[src/hw/rtl/c8cfe_pkg.sv]
// -----------------------------------------------------------------------------
// c8cfe_pkg
// Shared widths, opcode groups and constants of the control-flow execute block.
// -----------------------------------------------------------------------------
package c8cfe_pkg;

   localparam int unsigned WORD_W   = 16;
   localparam int unsigned RAND_W   = 8;
   localparam int unsigned PC_W     = 13;
   localparam int unsigned INDEX_W  = 12;
   localparam int unsigned REG_W    = 8;
   localparam int unsigned REG_NUM_W = 4;
   localparam int unsigned NUM_REGS = 16;

   localparam int unsigned REQ_DATA_W = 24;   // word + random byte
   localparam int unsigned RSP_DATA_W = 40;   // 39 field bits, padded to bytes

   localparam int unsigned STACK_DEPTH_DEFAULT = 16;

   localparam logic [PC_W-1:0] START_ADDRESS = 13'h0200;
   localparam logic [PC_W-1:0] PC_LIMIT      = 13'h1000;
   localparam logic [PC_W-1:0] PC_CLAMP      = 13'h0FFF;
   localparam logic [PC_W-1:0] PC_STEP       = 13'h0002;

   // Instruction groups (top nibble)
   localparam logic [3:0] OP_SYS      = 4'h0;
   localparam logic [3:0] OP_JUMP     = 4'h1;
   localparam logic [3:0] OP_CALL     = 4'h2;
   localparam logic [3:0] OP_SEQ_IMM  = 4'h3;
   localparam logic [3:0] OP_SNE_IMM  = 4'h4;
   localparam logic [3:0] OP_SEQ_REG  = 4'h5;
   localparam logic [3:0] OP_LOAD_IMM = 4'h6;
   localparam logic [3:0] OP_ADD_IMM  = 4'h7;
   localparam logic [3:0] OP_SNE_REG  = 4'h9;
   localparam logic [3:0] OP_SET_IDX  = 4'hA;
   localparam logic [3:0] OP_JUMP_V0  = 4'hB;
   localparam logic [3:0] OP_RAND     = 4'hC;

   // System group sub-codes (low nibble)
   localparam logic [3:0] SYS_CLS = 4'h0;
   localparam logic [3:0] SYS_RET = 4'hE;

endpackage

[src/hw/rtl/chip8_control_flow_execute.sv]
// -----------------------------------------------------------------------------
// chip8_control_flow_execute
// Executes one fetched instruction per transaction and reports the next fetch
// address, the index register, a clear-screen strobe and any register write.
//  - req channel: one transaction per fetched instruction, tdata carries the
//    instruction word and a fresh random byte.
//  - rsp channel: one transaction per instruction with the resulting state.
//  - Timing: a request is captured in the operand register on acceptance and its
//    result in the result register. Throughput: one instruction per cycle while
//    rsp_tready holds; the program counter, stack pointer and register file update as an instruction runs.
//  - Register operands Vx and Vy are read from the register file when the
//    request is taken, with a bypass from the instruction executing then.
//  - The top of the return stack is held in a register, refilled from the
//    stack memory on a return, so a return takes its target from that register.
//  - Reset: program counter to 0x200, registers, index and stack pointer to
//    zero; stack contents stay undefined until a call writes them.
//  - When rsp_tready is low the result register holds, execution stops and
//    req_tready drops once the operand register is full.
// -----------------------------------------------------------------------------
module chip8_control_flow_execute #(
   parameter int unsigned STACK_DEPTH = c8cfe_pkg::STACK_DEPTH_DEFAULT
) (
   input  logic                                clock,
   input  logic                                reset,
   input  logic                                req_tvalid,
   output logic                                req_tready,
   // [15:0] instruction_word, [23:16] random_value
   input  logic [c8cfe_pkg::REQ_DATA_W-1:0]    req_tdata,
   output logic                                rsp_tvalid,
   input  logic                                rsp_tready,
   // [12:0] fetch_address, [24:13] index_value, [25] clear_screen,
   // [26] reg_written, [30:27] reg_number, [38:31] reg_data, [39] zero
   output logic [c8cfe_pkg::RSP_DATA_W-1:0]    rsp_tdata
);
   import c8cfe_pkg::*;

   localparam int unsigned SP_W = $clog2(STACK_DEPTH);
   localparam logic [SP_W-1:0] SP_LAST = SP_W'(STACK_DEPTH - 1);

   // Operand register
   logic                  in_valid_ff;
   logic [WORD_W-1:0]     word_ff;
   logic [RAND_W-1:0]     rand_ff;
   logic [REG_W-1:0]      vx_ff;
   logic [REG_W-1:0]      vy_ff;

   // Architectural state
   logic [PC_W-1:0]       pc_ff, pc_in;
   logic [INDEX_W-1:0]    index_ff, index_in;
   logic [SP_W-1:0]       sp_ff, sp_in;
   logic [REG_W-1:0]      v0_ff;
   logic [NUM_REGS-1:0]   reg_valid_ff;
   logic [REG_W-1:0]      reg_mem [NUM_REGS];
   logic [PC_W-1:0]       stack_mem [STACK_DEPTH];
   logic [PC_W-1:0]       top_ff;

   // Result register
   logic                  rsp_valid_ff;
   logic [RSP_DATA_W-1:0] rsp_data_ff, rsp_data_in;

   logic                  fire;
   logic                  req_take;
   logic [3:0]            group;
   logic [REG_NUM_W-1:0]  x_num;
   logic [3:0]            low_nib;
   logic [REG_W-1:0]      nn;
   logic [INDEX_W-1:0]    nnn;
   logic [PC_W-1:0]       pc_adv;
   logic [PC_W-1:0]       pc_skip;
   logic                  is_call;
   logic                  is_ret;
   logic                  cls;
   logic                  wr;
   logic [REG_W-1:0]      wdata;
   logic [SP_W-1:0]       sp_inc;
   logic [SP_W-1:0]       sp_dec;
   logic [SP_W-1:0]       sp_dec2;
   logic [REG_NUM_W-1:0]  req_x;
   logic [REG_NUM_W-1:0]  req_y;
   logic                  fwd_x;
   logic                  fwd_y;

   assign fire       = in_valid_ff & (~rsp_valid_ff | rsp_tready);
   assign req_tready = ~in_valid_ff | fire;
   assign req_take   = req_tvalid & req_tready;
   assign rsp_tvalid = rsp_valid_ff;
   assign rsp_tdata  = rsp_data_ff;

   assign group   = word_ff[15:12];
   assign x_num   = word_ff[11:8];
   assign low_nib = word_ff[3:0];
   assign nn      = word_ff[7:0];
   assign nnn     = word_ff[11:0];

   assign sp_inc  = (sp_ff == SP_LAST) ? '0 : sp_ff + SP_W'(1);
   assign sp_dec  = (sp_ff == '0) ? SP_LAST : sp_ff - SP_W'(1);
   assign sp_dec2 = (sp_dec == '0) ? SP_LAST : sp_dec - SP_W'(1);

   assign pc_adv  = (pc_ff < PC_LIMIT) ? pc_ff + PC_STEP : PC_CLAMP;
   assign pc_skip = pc_adv + PC_STEP;

   always_comb begin
      pc_in    = pc_adv;
      index_in = index_ff;
      sp_in    = sp_ff;
      is_call  = 1'b0;
      is_ret   = 1'b0;
      cls      = 1'b0;
      wr       = 1'b0;
      wdata    = '0;
      case (group)
         OP_SYS: begin
            if (low_nib == SYS_CLS) begin
               cls = 1'b1;
            end else if (low_nib == SYS_RET) begin
               is_ret = 1'b1;
               sp_in  = sp_dec;
               pc_in  = top_ff;
            end
         end
         OP_JUMP: begin
            pc_in = {1'b0, nnn};
         end
         OP_CALL: begin
            is_call = 1'b1;
            sp_in   = sp_inc;
            pc_in   = {1'b0, nnn};
         end
         OP_SEQ_IMM: begin
            if (vx_ff == nn) pc_in = pc_skip;
         end
         OP_SNE_IMM: begin
            if (vx_ff != nn) pc_in = pc_skip;
         end
         OP_SEQ_REG: begin
            if (vx_ff == vy_ff) pc_in = pc_skip;
         end
         OP_LOAD_IMM: begin
            wr    = 1'b1;
            wdata = nn;
         end
         OP_ADD_IMM: begin
            wr    = 1'b1;
            wdata = vx_ff + nn;
         end
         OP_SNE_REG: begin
            if (vx_ff != vy_ff) pc_in = pc_skip;
         end
         OP_SET_IDX: begin
            index_in = nnn;
         end
         OP_JUMP_V0: begin
            pc_in = {1'b0, nnn} + {{(PC_W-REG_W){1'b0}}, v0_ff};
         end
         OP_RAND: begin
            wr    = 1'b1;
            wdata = rand_ff & nn;
         end
         default: begin
         end
      endcase
   end

   always_comb begin
      rsp_data_in = {1'b0,
                     wdata,
                     wr ? x_num : {REG_NUM_W{1'b0}},
                     wr,
                     cls,
                     index_in,
                     pc_in};
   end

   // Operand read with bypass from the instruction executing this cycle
   assign req_x = req_tdata[11:8];
   assign req_y = req_tdata[7:4];
   assign fwd_x = fire & wr & (x_num == req_x);
   assign fwd_y = fire & wr & (x_num == req_y);

   always_ff @(posedge clock) begin
      if (req_take) begin
         word_ff <= req_tdata[WORD_W-1:0];
         rand_ff <= req_tdata[WORD_W+RAND_W-1:WORD_W];
         vx_ff   <= fwd_x ? wdata : (reg_valid_ff[req_x] ? reg_mem[req_x] : '0);
         vy_ff   <= fwd_y ? wdata : (reg_valid_ff[req_y] ? reg_mem[req_y] : '0);
      end
   end

   // Register file and return stack storage
   always_ff @(posedge clock) begin
      if (fire && wr) begin
         reg_mem[x_num] <= wdata;
      end
      if (fire && is_call) begin
         stack_mem[sp_ff] <= pc_adv;
      end
      if (fire && is_call) begin
         top_ff <= pc_adv;
      end else if (fire && is_ret) begin
         top_ff <= stack_mem[sp_dec2];
      end
      if (fire) begin
         rsp_data_ff <= rsp_data_in;
      end
   end

   always_ff @(posedge clock) begin
      if (reset) begin
         in_valid_ff  <= 1'b0;
         rsp_valid_ff <= 1'b0;
         pc_ff        <= START_ADDRESS;
         index_ff     <= '0;
         sp_ff        <= '0;
         v0_ff        <= '0;
         reg_valid_ff <= '0;
      end else begin
         if (req_take) begin
            in_valid_ff <= 1'b1;
         end else if (fire) begin
            in_valid_ff <= 1'b0;
         end
         if (fire) begin
            rsp_valid_ff <= 1'b1;
         end else if (rsp_tready) begin
            rsp_valid_ff <= 1'b0;
         end
         if (fire) begin
            pc_ff    <= pc_in;
            index_ff <= index_in;
            sp_ff    <= sp_in;
            if (wr) begin
               reg_valid_ff[x_num] <= 1'b1;
               if (x_num == '0) v0_ff <= wdata;
            end
         end
      end
   end

endmodule
[config.mk]
export PLATFORM = sky130hd
export DESIGN_NAME = chip8_control_flow_execute
export DESIGN_NICKNAME = d
export VERILOG_FILES = /design/src/hw/rtl/c8cfe_pkg.sv /design/src/hw/rtl/chip8_control_flow_execute.sv
export SDC_FILE = /design/constraint.sdc
export NUM_CORES = 1
export LEC_CHECK = 0
export BUFFER_PORTS_ARGS = -buffer_cell sky130_fd_sc_hd__buf_2
export CAP_MARGIN = 20
export CORE_MARGIN = 1.5
export CORE_UTILIZATION = 48
export CTS_CLUSTER_SIZE = 25
export DETAILED_ROUTE_END_ITERATION = 7
export PLACE_DENSITY_LB_ADDON = 0.3
export SLEW_MARGIN = 15
export SYNTH_ARGS = -nofsm -noshare
export SYNTH_HDL_FRONTEND = slang
export SYNTH_SLANG_ARGS = --single-unit
[constraint.sdc]
create_clock -name clock -period 4.3 [get_ports clock]
set_input_delay 0.43 -clock clock [delete_from_list [all_inputs] [get_ports clock]]
set_output_delay 0.43 -clock clock [all_outputs]
set_load 0.02 [all_outputs]
Word-level counts from Yosys, hierarchy flattened. Memories as Yosys holds them, arrays and structs flattened. Cells that the tools add are included.

Add/sub/neg operators: 7. Order comparisons: 5. Equal/unequal tests: 21. Mux-type cells: 42. Bitwise gates (word level): 11. Reduce and logical (&&, ||, !) cells: 18.

Operators by type and width (count): 13-bit 2-to-1 mux (9); 13-bit case mux with 7 select lines (1); 8-bit 2-to-1 mux (4); 13-bit by 2-bit adder with 13-bit output, second input constant (2); 4-bit == test, second input constant (6); 8-bit case mux with 3 select lines (1); 4-bit zero test (5); 4-bit 2-to-1 mux (5); 1-bit 2-to-1 mux (17); 4-bit by 3-bit == test with 1-bit output, second input constant (4); 8-bit == test (2); 8-bit inequality test (2); 16-bit bitwise OR (1); 4-bit by 5-bit less-than comparator with 1-bit output, second input constant (3); 12-bit by 8-bit adder with 13-bit output (1); 13-bit less-than comparator, second input constant (1); 12-bit 2-to-1 mux (1); 8-bit adder (1); 8-bit bitwise AND (1); 1-bit binary-select mux with 4-bit select (2); 4-bit by 2-bit == test with 1-bit output, second input constant (2); 4-bit == test (2); 4-bit case mux with 2 select lines (1); 2-bit nonzero test (4); 15 further kinds (26).

Flip-flop bits (word level): 147. Memory bits (writable): 336. Input bits: 28. Output and inout port bits: 42. Memories: 2.

Memory list: stack_mem (depth 16, width 13, rd ports 1, clocked after memory_dff 0, write ports 1, line chip8_control_flow_execute.sv:54) `logic [PC_W-1:0] stack_mem [STACK_DEPTH];`; reg_mem (depth 16, width 8, rd ports 2, clocked after memory_dff 0, write ports 1, line chip8_control_flow_execute.sv:53) `logic [REG_W-1:0] reg_mem [NUM_REGS];`.

Depth between registers and ports, before layout. Gate-level depths: netlist of the first run.

Word-level depth: 7. Depth in mapped cells: 13. Mapped depth without buffers: 10.

Worst setup path before layout of the first run. Ideal clock, no wire load.

Kind: register to register. Start: register sp_ff[0]. End: register top_ff[1] (data pin). Library setup time: 0.273 ns. Arrival: 2.508 ns. Path slack: 1.519 ns. Cell stages (with the launch flop): 12. Path buffers: 3. Cells stage by stage: dfxtp_1 -> buf_2 -> inv_1 -> ha_1 -> or3b_4 -> a211oi_2 -> buf_4 -> buf_2 -> mux2_2 -> o211a_1 -> nor3_1 -> a211oi_1.

Word-level cells in the longest chain between the ends: 7.

RTL lines: start: declaration (line chip8_control_flow_execute.sv:50) `logic [SP_W-1:0] sp_ff, sp_in;`; start signal: assignment (line chip8_control_flow_execute.sv:230) `sp_ff <= sp_in;`; 4-bit by 1-bit subtractor with 4-bit output or 4-bit zero test (tied branches) (line chip8_control_flow_execute.sv:96) `assign sp_dec = (sp_ff == '0) ? SP_LAST : sp_ff - SP_W'(1);`; 4-bit 2-to-1 mux (*) (line chip8_control_flow_execute.sv:96); 4-bit by 1-bit subtractor with 4-bit output or 4-bit zero test (tied branches) (line chip8_control_flow_execute.sv:97) `assign sp_dec2 = (sp_dec == '0) ? SP_LAST : sp_dec - SP_W'(1);`; 4-bit 2-to-1 mux (*) (line chip8_control_flow_execute.sv:97); memory read 16 x 13 bit (*); 13-bit 2-to-1 mux (*) (line chip8_control_flow_execute.sv:199) `end else if (fire && is_ret) begin`; 13-bit 2-to-1 mux (*) (line chip8_control_flow_execute.sv:197) `if (fire && is_call) begin`; end signal: assignment (line chip8_control_flow_execute.sv:198) `top_ff <= pc_adv;`; end signal: assignment (line chip8_control_flow_execute.sv:200) `top_ff <= stack_mem[sp_dec2];`; end: declaration (line chip8_control_flow_execute.sv:55) `logic [PC_W-1:0] top_ff;`.

Every way passes the cells marked *; elsewhere a longest branch is shown, timed or not. The select of a mux whose other input is x is not followed. A chain may end at the register's enable or synchronous reset.

Final worst setup path of the first run. Same ends and word-level chain as after synthesis.

==> results.toml, run 1 <==
[status]
status = "complete, no violations"

[sta]
finalClockSkew_ns = 0.0180
rsz0062_at_grt = "false"
fmax_mhz = 281
finalHoldViolations = 0
final.period_utilization_pct = 82.8
hold_slack_ns = 0.0288
worstMarginPinSlew_ns = 1.01
tns_ns = 0
slew_viol_final = 0
min_period_ns = 3.56
setup_viol = 0
slew_headroom_pct = 32.5

[clock_tree]
cts_resized = 0
insertion_delay_ns = 0.59
holdBufCountCts = 3
path_clk_slew_ns = 0.06
clock_sinks = 483
numCtsBuffers = 50
htree_levels = 2
root_buffer = "clkbuf_16"
cts_tree = "yes"
cts_buffer_depth = 3
postCtsSetupBuffers = 0

[grt]
grt_max_degree = 68
grt_pass1_vias = 13482
grt_overflow = 0
grt_usage_pct = 23.7
grt_first_pass_wirelength_mm = 83.8
grt_antenna_before_repair = 0

[placed_design]
port_buffers = 68
gp_congestion = 0.940
hpwlAfterDp_mm = 36.1
dp.cells = 2153

[logic_synthesis]
synth_area_leaders = "edfxtp_1 58%, mux4_2 11%, dfxtp_1 4.9%"
synth_top_area_cell = "edfxtp_1"
synth_edf_count = 428
yosys.area.top_type_share_pct = 57.5
netlist_area_um2 = 22300
yosys_warnings = 0
ys_ff_latch = 483
async_flop_share_pct = 0
synth_fp_nets = 1563
netlist_instances = 1511
synth-main-ff-cell = "edfxtp_1"
avgSynthCellArea_um2 = 14.8
yosysUniqueCellTypes = 80
seq_area_frac_synth_pct = 62.5

[power_and_ir_drop]
power_mw = 10.1
peakVddDrop_v = 0.000337
power_density_nw_per_um2 = 401
total_leakage_power_nw = 9.21

[setup_path]
path_class = "reg -> reg"
cp.arrival_ns = 3.85
critPathLaunchType = "flip-flop"
crit_fanout = 19
critical_path_required_ns = 4.59
worstSetupEndpointType = "flip-flop"

[route]
avgRoutedWirePerCell_um = 24.9
drtIter0Drc = 1733
drtPass1Iterations = 5
vias = 13909
antenna_left = 0
drcViolationCount = 0
wl_mm = 55.9
vias_per_cell = 6.18

[floorplan]
die_y_um = 219
core.rowCount = 78
io_pins = 70
floorplan.die.width_um = 219
die_area_um2 = 47800
core_area_um2 = 45700
start_util_pct = 48.9

[layout]
fin_nets = 1661
antenna_cells = 0
final_cell_mix = "428 x edfxtp_1, 106 x mux4_2, 105 x mux2i_1"
layout-drive-gt1-share_pct = 21.3
area.growth.synth_to_final_pct = 12.3
stdcell_count = 2249
layout.cells.most_common = "edfxtp_1"

[job]
max_cap_violations = 0

[hold_path]
hold_class = "in -> reg"
-- routing by layer --
metal  GRT usage (%)  vias up  share of wire (%)
li1                -     6146                  -
met1            33.4     7037                 42
met2            37.6      638                 48
met3            4.59       88                7.8
met4            6.39        0                2.4
met5               0        -                  0
-- kinds of logic (layout without fill, tap and decap cells) --
logic type / after synthesis / in the layout / share of synthesized area (%)
adder cells (fa/ha/maj): 24 / 24 / 1.41
AO/OA/AOI/OAI: 262 / 262 / 7.80
flip-flops: 483 / 483 / 62.5
buffers and inverters: 135 / 273 / 2.91
AND/OR/NAND/NOR: 340 / 340 / 7.68
other: 1 / 1 / 0.0168
XOR/XNOR: 39 / 39 / 1.53
multiplexers: 227 / 227 / 16.2
-- cells in the mapped netlist, drive strengths merged, types with 10 or more instances --
library cell	instances
a211oi	39
a21oi	76
a311oi	10
a31oi	10
buf	45
clkbuf	45
dfxtp	55
edfxtp	428
ha	22
inv	44
mux2	16
mux2i	105
mux4	106
nand2	73
nand2b	14
nand3	25
nor2	104
nor2b	29
nor3	25
nor4	13
o211a	12
o21ai	41
o22ai	18
o31ai	11
xnor2	25
xor2	14
-- registers in the layout, indices dropped and copies added (netlist names), 8 cells and up --
signal / cells
rand_ff: 8
vx_ff: 8
reg_valid_ff: 16
index_ff: 12
word_ff: 16
rsp_tdata: 39
pc_ff: 13
stack_mem: 208
top_ff: 13
reg_mem: 128
v0_ff: 8
vy_ff: 8
-- worst max-delay path, cell delays in order (launching register included) --
cell and delay (ns):
dfxtp_1 0.62, inv_1 0.20, ha_1 0.32, nor2b_1 0.17, o21ai_2 0.37, a32oi_4 0.41, buf_12 0.30, buf_4 0.21
a211oi_1 0.25, a21oi_1 0.08, a211oi_1 0.26, a211oi_1 0.08
-- worst paths after layout --
| kind | from | to | slack (ns) | cells after the start |
|---|---|---|---|---|
| worst max register to register | sp_ff[0] | top_ff[1] | 0.74 | 11 |
| worst min-delay path | req_tdata[23] | rand_ff[7] | 0.03 | 1 |
| worst max-delay path | sp_ff[0] | top_ff[1] | 0.74 | 11 |
| worst min register to register | index_ff[4] | index_ff[4] | 0.45 | 2 |
-- layout make-up --
type                            count  area, um^2
Sequential cell                   483       14000
Clock inverter                     26         148
Fill cell                        3654       20600
Clock buffer                       66        1330
Multi-Input combinational cell    893        7820
Tap cell                          600         751
Timing Repair Buffer              136         921
Inverter                           45         169
-- power breakdown --
part	internal, mW	switching [mW]	leakage, nW	total, mW
clock network	2.23	1.78	0.722	4.01
registers	5.20	0.0689	4.41	5.27
logic	0.289	0.492	4.07	0.780
total	7.72	2.34	9.21	10.1
-- stage by stage --
step	instance area (um^2)	util, %	worst slack [ns]
floorplan	22300	-	1.52
global placement	23600	51.6	0.849
detailed placement	23600	51.6	0.741
CTS	25100	54.9	0.722
global route	25100	54.9	0.490
finish	25100	54.9	0.740
Note: power is estimated with default switching activity, not from simulation.
==> run 2: changes to the inputs <==
==> constraint.sdc (replaced) <==
create_clock -name clock -period 3.2 [get_ports clock]
set_input_delay 0.32 -clock clock [delete_from_list [all_inputs] [get_ports clock]]
set_output_delay 0.32 -clock clock [all_outputs]
set_load 0.02 [all_outputs]
==> results.toml, run 2 (same netlist as run 1, synthesis figures left out) <==
[setup_path]
path_cells = "inv_1, ha_1, or3b_4, a211oi_4, buf_12, mux2_2, o211a_1, nor3_1, a211oi_1"
path_class = "reg -> reg"
critPathSlowestCell = "a211oi_4"
critPathLaunchType = "flip-flop"
critical_path_required_ns = 3.51
slowest_delay_ns = 0.45
cp.arrival_ns = 3.36
worstSetupEndpointType = "flip-flop"
crit_fanout = 43

[clock_tree]
insertion_delay_ns = 0.59
htree_levels = 2
cts_buffer_depth = 3
cts_tree = "yes"
clock_sinks = 483
numCtsBuffers = 49
path_clk_slew_ns = 0.06
cts_resized = 0
root_buffer = "clkbuf_16"

[job]
max_cap_violations = 0

[grt]
use_met1_pct = 32.8
grt_pass1_vias = 13782
grtUsageMet3_pct = 3.60
grt_overflow = 0
grt_antenna_before_repair = 0
grt_max_degree = 59
grt_usage_pct = 23.6
grt_first_pass_wirelength_mm = 84.0
grt-busiest-layer = "met2"
grt.met2_usage_pct = 38.2

[placed_design]
dp.cells = 2210
hpwlAfterDp_mm = 36.7
gp_congestion = 0.936
port_buffers = 68

[sta]
fmax_mhz = 328
final.period_utilization_pct = 95.3
worstMarginPinSlew_ns = 1.04
finalClockSkew_ns = 0.0208
rsz0062_at_grt = "false"
tns_ns = 0
finalHoldViolations = 0
slew_headroom_pct = 30.4
slew_viol_final = 0
min_period_ns = 3.05
setup_viol = 0

[power_and_ir_drop]
peakVddDrop_v = 0.000460
power_density_nw_per_um2 = 533
total_leakage_power_nw = 9.61

[floorplan]
floorplan.die.width_um = 219
core.rowCount = 78
die_y_um = 219
io_pins = 70
die_area_um2 = 47800
core_area_um2 = 45700
start_util_pct = 48.9

[route]
drcViolationCount = 0
vias = 14010
wl_mm = 55.4
vias_per_cell = 6.05
drtIter0Drc = 1580
avgRoutedWirePerCell_um = 23.9
drtPass1Iterations = 5
antenna_left = 0

[layout]
largest_reg_flops = 208
multiInputGateArea_um2 = 7820
stdcell_count = 2315
nFillCells = 3545
layout.area.seq_um2 = 14000
area.growth.synth_to_final_pct = 15.8
layout.cells.most_common = "edfxtp_1"
layout-drive-gt1-share_pct = 24.1
antenna_cells = 0
fin_nets = 1730
top_register = "stack_mem"
final_cell_mix = "428 x edfxtp_1, 106 x mux4_2, 106 x buf_4"

[status]
status = "complete, no violations"

[hold_path]
hold_class = "in -> reg"
-- run 2: power breakdown --
part | internal (mW) | switching (mW) | leakage [nW]
combinational | 0.436 | 0.677 | 4.44
sequential | 6.99 | 0.0740 | 4.41
clock | 3.19 | 2.42 | 0.756
-- run 2: timing repair --
| item | in CTS | in global routing |
|---|---|---|
| hold buffers | 17 | 0 |
| hold endpoints to repair | 17 | 0 |
| buffers inserted | 0 | 0 |
-- run 2: stage by stage --
step | total power, mW | utilization [%] | instance area [um^2] | setup WS (ns) | hold slack [ns]
global placement | 8.26 | 52.8 | 24100 | 0.247 | 0.439
CTS | 13.9 | 56.6 | 25900 | 0.173 | 0.00412
detailed placement | 8.29 | 52.8 | 24100 | 0.202 | 0.448
global route | 14.2 | 56.6 | 25900 | 0.00956 | 0.0468
floorplan | 7.91 | - | 22300 | 0.419 | 0.419
finish | 13.8 | 56.6 | 25900 | 0.150 | 0.0396
-- run 2: path summary, 6_finish.rpt --
path,slack (ns),cells after the start,end,startpoint
setup / recovery,0.15,9,top_ff[11],sp_ff[1]
hold / removal,0.04,4,rsp_tvalid,rsp_tready
setup reg to reg,0.15,9,top_ff[11],sp_ff[1]
hold reg to reg,0.46,2,index_ff[11],index_ff[11]
-- run 2: area by class of cell --
cell class                 instances  area share, %
tap                              600           2.90
sequential                       483           54.0
timing repair buffer             206           6.21
clock inverter                    29           1.06
inverter                          45          0.653
multi-input combinational        893           30.2
clock buffer                      59           4.97
-- run 2: metal layers --
metal | part of all wire, % | routed length (um) | vias to the layer above
met5 | 0 | 0 | -
met3 | 7.2 | 3990 | 95
met1 | 42 | 23100 | 7052
met4 | 2.5 | 1360 | 0
li1 | - | - | 6279
met2 | 49 | 26900 | 584
-- run 2: critical path: cells and delay by family (launching register included) --
| kind | cells | cell delay, ns |
|---|---|---|
| adders and majority gates | 1 | 0.18 |
| and+or+nand+nor | 2 | 0.61 |
| AOI/OAI and AO/OA | 3 | 0.72 |
| buffers and inverters | 2 | 0.48 |
| muxes | 1 | 0.37 |
| DFF | 1 | 0.37 |
==> run 3: changes to the inputs <==
--- a/config.mk
+++ b/config.mk
@@ -7,10 +7,13 @@
 export LEC_CHECK = 0
 export BUFFER_PORTS_ARGS = -buffer_cell sky130_fd_sc_hd__buf_2
 export CAP_MARGIN = 20
+export CELL_PAD_IN_SITES_DETAIL_PLACEMENT = 1
+export CELL_PAD_IN_SITES_GLOBAL_PLACEMENT = 1
 export CORE_MARGIN = 1.5
 export CORE_UTILIZATION = 48
 export CTS_CLUSTER_SIZE = 25
 export DETAILED_ROUTE_END_ITERATION = 7
+export MAX_ROUTING_LAYER = met4
 export PLACE_DENSITY_LB_ADDON = 0.3
 export SLEW_MARGIN = 15
 export SYNTH_ARGS = -nofsm -noshare
==> results.toml, run 3 (same netlist as run 1, synthesis figures left out) <==
[grt]
grt_antenna_before_repair = 2
grt_first_pass_wirelength_mm = 93.3
grt_usage_pct = 26.9
grt_pass1_vias = 15032
grt_max_degree = 49
grt_overflow = 0

[sta]
rsz0062_at_grt = "false"
setup_viol = 0
tns_ns = 0
fmax_mhz = 323
worstMarginPinSlew_ns = 1.03
fin_ws_ns = 0.104
min_period_ns = 3.10
slew_viol_final = 0
slew_headroom_pct = 31.2
finalClockSkew_ns = 0.0324
final.period_utilization_pct = 96.7
finalHoldViolations = 0

[layout]
finalInstanceArea_um2 = 25900
layout.cells.most_common = "edfxtp_1"
layout-drive-gt1-share_pct = 23.8
final_cell_mix = "428 x edfxtp_1, 106 x mux4_2, 104 x mux2i_1"
area.growth.synth_to_final_pct = 16.0
top_register = "stack_mem"
fin_nets = 1722
final_util_pct = 56.7
largest_reg_flops = 208

[setup_path]
path_class = "reg -> reg"
worstSetupEndpointType = "flip-flop"
cp.arrival_ns = 3.30
critical_path_required_ns = 3.40
critPathLaunchType = "flip-flop"
crit_path_start = "word_ff[1]"
reg2reg_from = "word_ff[1]"
cp-endpoint = "reg_mem[2][6]"
reg2reg_depth = 9
crit_fanout = 17
rrSetupSlack_ns = 0.10
r2r-end = "reg_mem[2][6]"

[route]
drtIter0Drc = 1495
drtPass1Iterations = 5
avgRoutedWirePerCell_um = 26.6
drcViolationCount = 0
vias_per_cell = 6.17
wl_mm = 61.4
vias = 14251
antenna_left = 0

[clock_tree]
clock_sinks = 483
cts_buffer_depth = 3
htree_levels = 2
insertion_delay_ns = 0.59
cts_tree = "yes"
root_buffer = "clkbuf_16"
numCtsBuffers = 50
path_clk_slew_ns = 0.06

[placed_design]
gp_congestion = 0.904
hpwlAfterDp_mm = 40.8
dpl-instance-area_um2 = 24100
port_buffers = 68
pre_cts_ws_ns = 0.112

[job]
max_cap_violations = 0

[power_and_ir_drop]
peakVddDrop_v = 0.000452
power_density_nw_per_um2 = 537
total_leakage_power_nw = 9.58
power_mw = 13.9

[floorplan]
core_area_um2 = 45700
die_y_um = 219
die_area_um2 = 47800
floorplan.die.width_um = 219
io_pins = 70
core.rowCount = 78
start_util_pct = 48.9

[hold_path]
hold_class = "in -> reg"
min_path_cells = 4

[status]
status = "complete, no violations"
## run 3: cell types whose count changed in the layout (fill, tap and decap cells not counted), moves of 2 or more
cell	before	now
clkbuf_1	9	20
buf_12	15	19
buf_4	106	91
clkinv_1	10	7
bufinv_16	4	2
clkinv_2	8	3
clkbuf_16	50	54
clkbuf_8	0	4
## run 3: per-stage QoR
stage | cells | hold slack (ns)
3_5_place_dp | 2197 | 0.452
4_1_cts | 2306 | 0.0195
5_1_grt | 2311 | 0.0865
2_1_floorplan | 1511 | 0.419
6_report | 2311 | 0.0403
3_3_place_gp | 2197 | 0.440
## run 3: routing by layer
layer,vias up,wire length [um],share of wire (%),track usage [%]
li1,6253,-,-,-
met1,7395,25900,42,35.6
met2,479,30500,50,43.6
met3,124,3320,5.4,3.62
met4,0,1710,2.8,8.06
met5,-,0,0,-
## run 3: worst max-delay path, cell delays in order (launching register included)
cell and delay [ns]:
edfxtp_1 0.48, buf_4 0.21, fa_1 0.46, a21o_1 0.18
a21oi_1 0.29, o21bai_1 0.12, a21oi_1 0.19, xnor2_1 0.09
a21oi_1 0.31, inv_1 0.38
## run 3: final cells by class
cell class,instances,area (um^2)
antenna,1,2.50
sequential,483,14000
multi-input combinational,893,7840
clock inverter,16,134
timing repair buffer,197,1620
fill,4351,19800
clock buffer,76,1430
inverter,45,169
tap,600,751
## run 3: worst min path at each step
stage / start / endpoint / slack (ns)
after floorplan: req_tdata[16] / rand_ff[0] / 0.42
after global placement: index_ff[11] / index_ff[11] / 0.44
after detailed placement: index_ff[4] / index_ff[4] / 0.45
after CTS: rsp_tready / rsp_tvalid / 0.02
after global routing: rsp_tready / rsp_tvalid / 0.09
final: rsp_tready / rsp_tvalid / 0.04
## run 3: repair_timing
| action | in CTS | in global routing |
|---|---|---|
| resized for setup | 0 | 9 |
| buffers inserted | 0 | 2 |
| setup endpoints to repair | 0 | 12 |
| hold buffers | 17 | 0 |
| endpoints found under the hold margin | 17 | 0 |
## run 3: power breakdown
group	leakage (nW)	internal [mW]	switching, mW
combinational	4.42	0.454	0.733
sequential	4.41	6.99	0.0712
clock	0.753	3.24	2.42
